`src/rtl/core/tcap_pkg.sv`:
```
// ----------------------------------------------------------------------------
// tcap_pkg
// Shared constants for the two-track closest approach point pipeline:
// default field geometry and the partial-product slicing of the multipliers.
// ----------------------------------------------------------------------------
package tcap_pkg;

  // default position width and slope fraction bits
  localparam int POS_BITS_DEF        = 26;
  localparam int SLOPE_FRAC_BITS_DEF = 20;

  // multiplier slicing: unsigned digits of this many bits, 32x32 signed partial products
  localparam int MUL_CHUNK = 31;
  localparam int MUL_DIG   = MUL_CHUNK + 1;
  // register stages through one multiplier
  localparam int MUL_LAT   = 3;

endpackage

```
`src/rtl/core/tcap_mul.sv`:
```
// ----------------------------------------------------------------------------
// tcap_mul
// Pipelined signed multiplier built from 32x32 partial products:
// partial products, row sums, final sum, one register stage each.
// ----------------------------------------------------------------------------
module tcap_mul import tcap_pkg::*; #(
  parameter int AW = 23,
  parameter int BW = 23
) (
  input  logic                  clk_i,
  input  logic                  en_i,
  input  logic signed [AW-1:0]  a_i,
  input  logic signed [BW-1:0]  b_i,
  output logic signed [AW+BW-1:0] p_o
);

  localparam int PW  = AW + BW;
  localparam int NA  = (AW + MUL_CHUNK - 1) / MUL_CHUNK;
  localparam int NB  = (BW + MUL_CHUNK - 1) / MUL_CHUNK;
  localparam int AEW = NA * MUL_CHUNK;
  localparam int BEW = NB * MUL_CHUNK;

  logic signed [AEW-1:0]       a_ext;
  logic signed [BEW-1:0]       b_ext;
  logic signed [MUL_DIG-1:0]   a_dig [NA];
  logic signed [MUL_DIG-1:0]   b_dig [NB];
  logic signed [2*MUL_DIG-1:0] pp_q  [NA][NB];
  logic signed [PW-1:0]        row_d [NB];
  logic signed [PW-1:0]        row_q [NB];
  logic signed [PW-1:0]        p_d;
  logic signed [PW-1:0]        p_q;

  assign a_ext = AEW'(a_i);
  assign b_ext = BEW'(b_i);

  // split into unsigned low digits and a signed top digit
  always_comb begin
    for (int i = 0; i < NA; i++) begin
      if (i == NA - 1) begin
        a_dig[i] = {a_ext[i*MUL_CHUNK+MUL_CHUNK-1], a_ext[i*MUL_CHUNK +: MUL_CHUNK]};
      end else begin
        a_dig[i] = {1'b0, a_ext[i*MUL_CHUNK +: MUL_CHUNK]};
      end
    end
    for (int j = 0; j < NB; j++) begin
      if (j == NB - 1) begin
        b_dig[j] = {b_ext[j*MUL_CHUNK+MUL_CHUNK-1], b_ext[j*MUL_CHUNK +: MUL_CHUNK]};
      end else begin
        b_dig[j] = {1'b0, b_ext[j*MUL_CHUNK +: MUL_CHUNK]};
      end
    end
  end

  // partial products
  always_ff @(posedge clk_i) begin
    if (en_i) begin
      for (int i = 0; i < NA; i++) begin
        for (int j = 0; j < NB; j++) begin
          pp_q[i][j] <= a_dig[i] * b_dig[j];
        end
      end
    end
  end

  // row sums, modulo the product width
  always_comb begin
    for (int j = 0; j < NB; j++) begin
      row_d[j] = '0;
      for (int i = 0; i < NA; i++) begin
        row_d[j] = row_d[j] + (PW'(pp_q[i][j]) <<< (MUL_CHUNK * i));
      end
    end
  end

  always_ff @(posedge clk_i) begin
    if (en_i) begin
      row_q <= row_d;
    end
  end

  // final sum
  always_comb begin
    p_d = '0;
    for (int j = 0; j < NB; j++) begin
      p_d = p_d + (row_q[j] <<< (MUL_CHUNK * j));
    end
  end

  always_ff @(posedge clk_i) begin
    if (en_i) begin
      p_q <= p_d;
    end
  end

  assign p_o = p_q;

endmodule

```
`config.mk`:
```
export PLATFORM = sky130hd
export DESIGN_NAME = tcap_mul
export DESIGN_NICKNAME = d
export VERILOG_FILES = /design/src/rtl/core/tcap_pkg.sv /design/src/rtl/core/tcap_mul.sv
export SDC_FILE = /design/constraint.sdc
export NUM_CORES = 2
export LEC_CHECK = 0
export ABC_AREA = 1
export BUFFER_PORTS_ARGS = -buffer_cell sky130_fd_sc_hd__buf_2
export CORE_MARGIN = 1
export CORE_UTILIZATION = 30
export CTS_BUF_LIST = sky130_fd_sc_hd__clkbuf_16
export CTS_CLUSTER_DIAMETER = 120
export DETAILED_ROUTE_END_ITERATION = 10
export PLACE_DENSITY = 0.53
export SYNTH_ARGS = -nofsm -noshare
export SYNTH_HDL_FRONTEND = slang
export SYNTH_SLANG_ARGS = --single-unit
```
`constraint.sdc`:
```
create_clock -name clk_i -period 7.8 [get_ports clk_i]
set_input_delay 0.78 -clock clk_i [delete_from_list [all_inputs] [get_ports clk_i]]
set_output_delay 0.78 -clock clk_i [all_outputs]
set_load 0.1 [all_outputs]
```
After elaboration in Yosys (flattened, before gate mapping)
Memory sizes are Yosys's and may differ from the RTL's. A register that Yosys moved wholly into a read port is not among the register bits.
Index checks and enable logic that the tools add are counted.
{"block": "classes", "n_mul": 1, "muxes": 2}
{"op": "$mul A23 B23 Y46", "n": 1}
{"op": "$mux W1", "n": 2}
{"block": "totals", "ff_bits": 46, "mem_bits_rw": 64, "inputBits": 48, "word_cells": 5, "mem_count": 1}
{"name": "pp_q", "words": 1, "word_bits": 64, "read_ports": 1, "rd_clocked_by_memory_dff": 1, "wr": 1, "line_no": "tcap_mul.sv:27", "source": "logic signed [2*MUL_DIG-1:0] pp_q [NA][NB];"}

Longest topological paths before layout
{"block": "logic_depth", "ltp_word": 2, "mapped_depth": 30}

Worst setup path after synthesis
Ideal clock, no wire load.
{"block": "synth_path", "path_kind": "input to register", "from": "input a_i[22]", "to": "memory pp_q[0][62] (netlist bit) (data pin)", "arrival_time_ns": 6.540, "t_required_ns": 7.547, "setup_slack_ns": 1.007, "path_stages": 26, "n_path_buf": 1, "path_cell_list": "clkbuf_1 -> nand2_1 -> inv_1 -> fa_1 -> fa_1 -> inv_1 -> fa_1 -> inv_1 -> fa_1 -> inv_1 -> fa_1 -> inv_1 -> fa_1 -> inv_1 -> fa_1 -> inv_1 -> ha_1 -> nand2_1 -> nor2_1 -> nand2_1 -> nor2_2 -> nand2_1 -> a21oi_2 -> nor2_1 -> nand3_1 -> nand2_1"}
{"block": "synth_between", "elab_chain_len": 1}
{"item": "from (decl)", "line_no": "tcap_mul.sv:12", "source": "input logic signed [AW-1:0] a_i,"}
{"item": "$mul A23 B23 Y46", "line_no": "tcap_mul.sv:59", "source": "pp_q[i][j] <= a_dig[i] * b_dig[j];"}
{"item": "to (decl)", "line_no": "tcap_mul.sv:27"}
No other way between the ends.

Worst setup path in the final report
{"block": "layout_path", "from": "input b_i[2]", "to": "memory pp_q[0][44] (netlist bit) (data pin)"}
{"block": "layout_between", "elab_chain_len": 1}
{"item": "from (decl)", "line_no": "tcap_mul.sv:13", "source": "input logic signed [BW-1:0] b_i,"}
{"item": "$mul A23 B23 Y46", "line_no": "tcap_mul.sv:59"}
No other way between the ends.

==> impl.org <==
** Yosys
- Number of enable flip-flop cells after synthesis :: approximately 140
- Averaged over all synthesized cells, the footprint is 8.72 um2.
- Post-synthesis instance area :: 25400 um2
- Flip-flop cell with the highest count after synthesis :: edfxtp_1
- Largest cells by area after synthesis :: fa_1, edfxtp_1, inv_1, nand2_1, ha_1
- FF+latch count, synth :: ~140
- In the synthesized netlist, the cells that appear most often are inv_1, nand2_1, fa_1.
- Warnings, synthesis :: 0
- Count of different cell masters after synthesis :: 29
- The most common cell in the synthesized netlist is inv_1.
- The synthesized design spends more area on one cell type than any other, namely fa_1.
- Gate count after technology mapping :: slightly below 3k
- The share of the Yosys chip area taken by registers is 0.163.
- Post-synth ARST share :: 0
- Of the post-synthesis cell area, the dominant cell type holds 0.446.
- When the netlist entered floorplanning its net count stood at 3647.

** Floorplanning
- The floorplan step set the die height to 293 um.
- Boundary Pins :: 94
- Die span in x :: 293 um
- The total area inside the core boundary comes to 83700 um2.
- After floorplanning, the core was divided into 106 placement rows.
- Starting utilization of the core area :: 0.303
- The die covers 85800 um2.

** Clocking
- Clock Root Buffer :: clkbuf_16
- Clock latency on the worst-skew pair, taken at its later pin, is 0.41 ns.
- Gates resized during post-CTS repair numbered 0.
- Cts bufs inserted :: 17
- Once the clock tree was built, the setup fixing pass inserted 0 buffers.
- Clock-pin slew was measured on the worst setup and hold paths at 0.06 ns.
- Number of levels the H-tree was split into :: 4
- CTS tree :: yes
- After clock tree synthesis, the flow added hold-fix buffers numbering 0.
- Counting along the longest clock path gives a buffer depth of 2.
- The clock net in this run drives a total of 138 sinks.

** Timing
- Adding up every negative setup slack in the final design gives 0 ns.
- Fraction of the cycle the final worst path needs :: 0.893
- The max-slew violation total from the final report was 0.
- For this run, the top clock speed supported by timing is 144 MHz.
- Slew @ Worst Pin :: 0.913 ns
- Unrepaired setup endpoints after global routing :: no
- Setup violations remaining at the end of the flow were counted as 0.
- Measured against its own limit, the worst slew margin works out to 0.391.
- Count of endpoints failing hold in the final timing report :: 0
- Setup skew after layout :: 0.00780 ns
- After layout, the minimum clock period comes to 6.97 ns.
- Setup slack closes at 0.832 ns.
- Hold is met by approximately 0.41 ns.

** Setup path
- Worst setup path class :: primary input to flop
- CP Data Arrival Time :: 7.14 ns
- Crit path launch type :: primary input
- Of all nets on the critical path, the largest fanout is 12.
- STA puts the critical path data required time at 7.97 ns.
- The worst setup path is captured at a flop.

** Global route
- Pin count of the biggest net entering global routing :: 72
- In the global route stage, met3 resource usage came out at 0.0118.
- Wire length of the first global-routing pass :: between 100000 and 150000 um
- Global-route usage over all layers :: 0.168
- The number of global-route vias before repair came to 19.7k.
- Initial antenna violation count :: 0
- For this run, global-route usage on met2 was measured as 0.304.
- Global routing's busiest layer :: met2
- Global-route track usage on met1 :: 0.221
- Summed over all layers, the global routing overflow is 0.

** Placement
- IO buf count :: 93
- Counting tap cells, the placed design contains a total of between 4k and 5k instances.
- At the end of routability-driven placement, the weighted congestion stood at 0.882.
- HPWL after DPL :: around 57000 um
- OpenSTA, run right after detailed placement, puts the worst setup slack at roughly 0.38 ns.

** Routing
- Detailed Route Iter0 Violations :: 888
- Via total after detailed routing :: 17.8k
- The first detailed-routing pass ran for 7 iterations.
- In this run the remaining antenna-violating nets after routing total 0.
- Routed length per placed instance :: 16.3 um
- Remaining routing DRC violations :: 0
- Dividing the detail-routed via count by the number of cells gives 4.32.
- Detailed Route WL :: slightly below 70000 um

** Flow run
- Max-capacitance violation count :: 0

** Run status
- The flow ran to the end, and the final reports show no timing, DRC or antenna violations.

** Layout
- Total number of nets in the final design :: 3714
- Registers take 4140 um2.
- Compared with the post-synthesis result, the final layout area differs by 9.87%.
- Number of fill cells :: 8794
- Diode insertion count for antenna repair :: 0
- In the final layout, the multi-input gates occupy 17400 um2.
- In the final layout, the share of cells above drive strength 1 is 0.0703.
- Number of cells in the finished layout apart from fillers :: between 4k and 5k

** Worst hold path
- The tightest min-delay check is of the flop to flop type.
[stage by stage]
| step | cell area (um2) | util |
|---|---|---|
| 2_1_floorplan | 25400 | - |
| 3_3_place_gp | 27300 | 0.326 |
| 3_5_place_dp | 27300 | 0.326 |
| 4_1_cts | 27900 | 0.333 |
| 5_1_grt | 27900 | 0.333 |
| 6_report | 27900 | 0.333 |
[sequential cells by signal, indices dropped and copies added, names as in the netlist]
signal and count:
p_o 46, row_q 46, pp_q 46
[cell usage in the layout, fill, tap and decap left out, drive strengths merged]
master,netlist,final
nand2,766,766
or2,7,7
bufinv,0,4
a21o,7,7
fa,565,565
edfxtp,138,138
and2,1,1
nand3,49,49
nand4,13,13
ha,125,125
o21bai,7,7
nand3b,3,3
nor2,106,106
clkinv,0,6
buf,0,140
clkinvlp,0,1
a21oi,52,52
clkbuf,92,17
xor2,14,14
inv,932,935
xnor2,7,7
o21ai,24,24
nor3,1,1
[worst max-delay path, cell delays in order]
cell,delay (ns)
buf_2,0.27
nand2_1,0.14
inv_1,0.14
fa_1,0.50
fa_1,0.68
inv_1,0.13
fa_1,0.55
inv_1,0.43
fa_1,0.53
fa_1,0.57
fa_1,0.43
fa_1,0.45
ha_1,0.45
nand2_1,0.15
nor2_1,0.24
nand2_1,0.19
nor2_1,0.19
nand3_1,0.14
nand4_1,0.12
nand2_1,0.05
[per-layer routing]
layer	routed length [um]	vias up	share of wire
met4	816	0	0.012
met5	0	-	0
met1	29700	9089	0.44
li1	-	8302	-
met3	2310	42	0.034
met2	34400	368	0.51
[cells by family after synthesis]
kind of cell / Yosys count / synth area share
adder cells (fa/ha/maj): 690 / 0.507
buffers and inverters: 1024 / 0.151
AND/OR/NAND/NOR: 946 / 0.150
XOR/XNOR: 21 / 0.00725
AO/OA/AOI/OAI: 90 / 0.0203
flip-flops: 138 / 0.163
[path summary, 6_finish.rpt]
path	start	slack, ns	end	depth (start not counted)
worst max-delay path	b_i[2]	0.83	pp_q[0][44]$_DFFE_PP_	20
worst min-delay path	pp_q[0][19]$_DFFE_PP_	0.41	row_q[19]$_DFFE_PP_	0
worst max register to register	pp_q[0][27]$_DFFE_PP_	7.08	row_q[27]$_DFFE_PP_	0
worst min register to register	pp_q[0][19]$_DFFE_PP_	0.41	row_q[19]$_DFFE_PP_	0
[cell type report]
cell class,count,share of cell area
timing repair buffer,140,0.0296
inverter,932,0.125
clock inverter,14,0.00651
clock buffer,17,0.0153
tap,1134,0.0509
sequential,138,0.149
multi-input combinational,1747,0.624
Power is not shown: default switching activity piles up to over one toggle a cycle in this logic, so the estimate is an artifact.
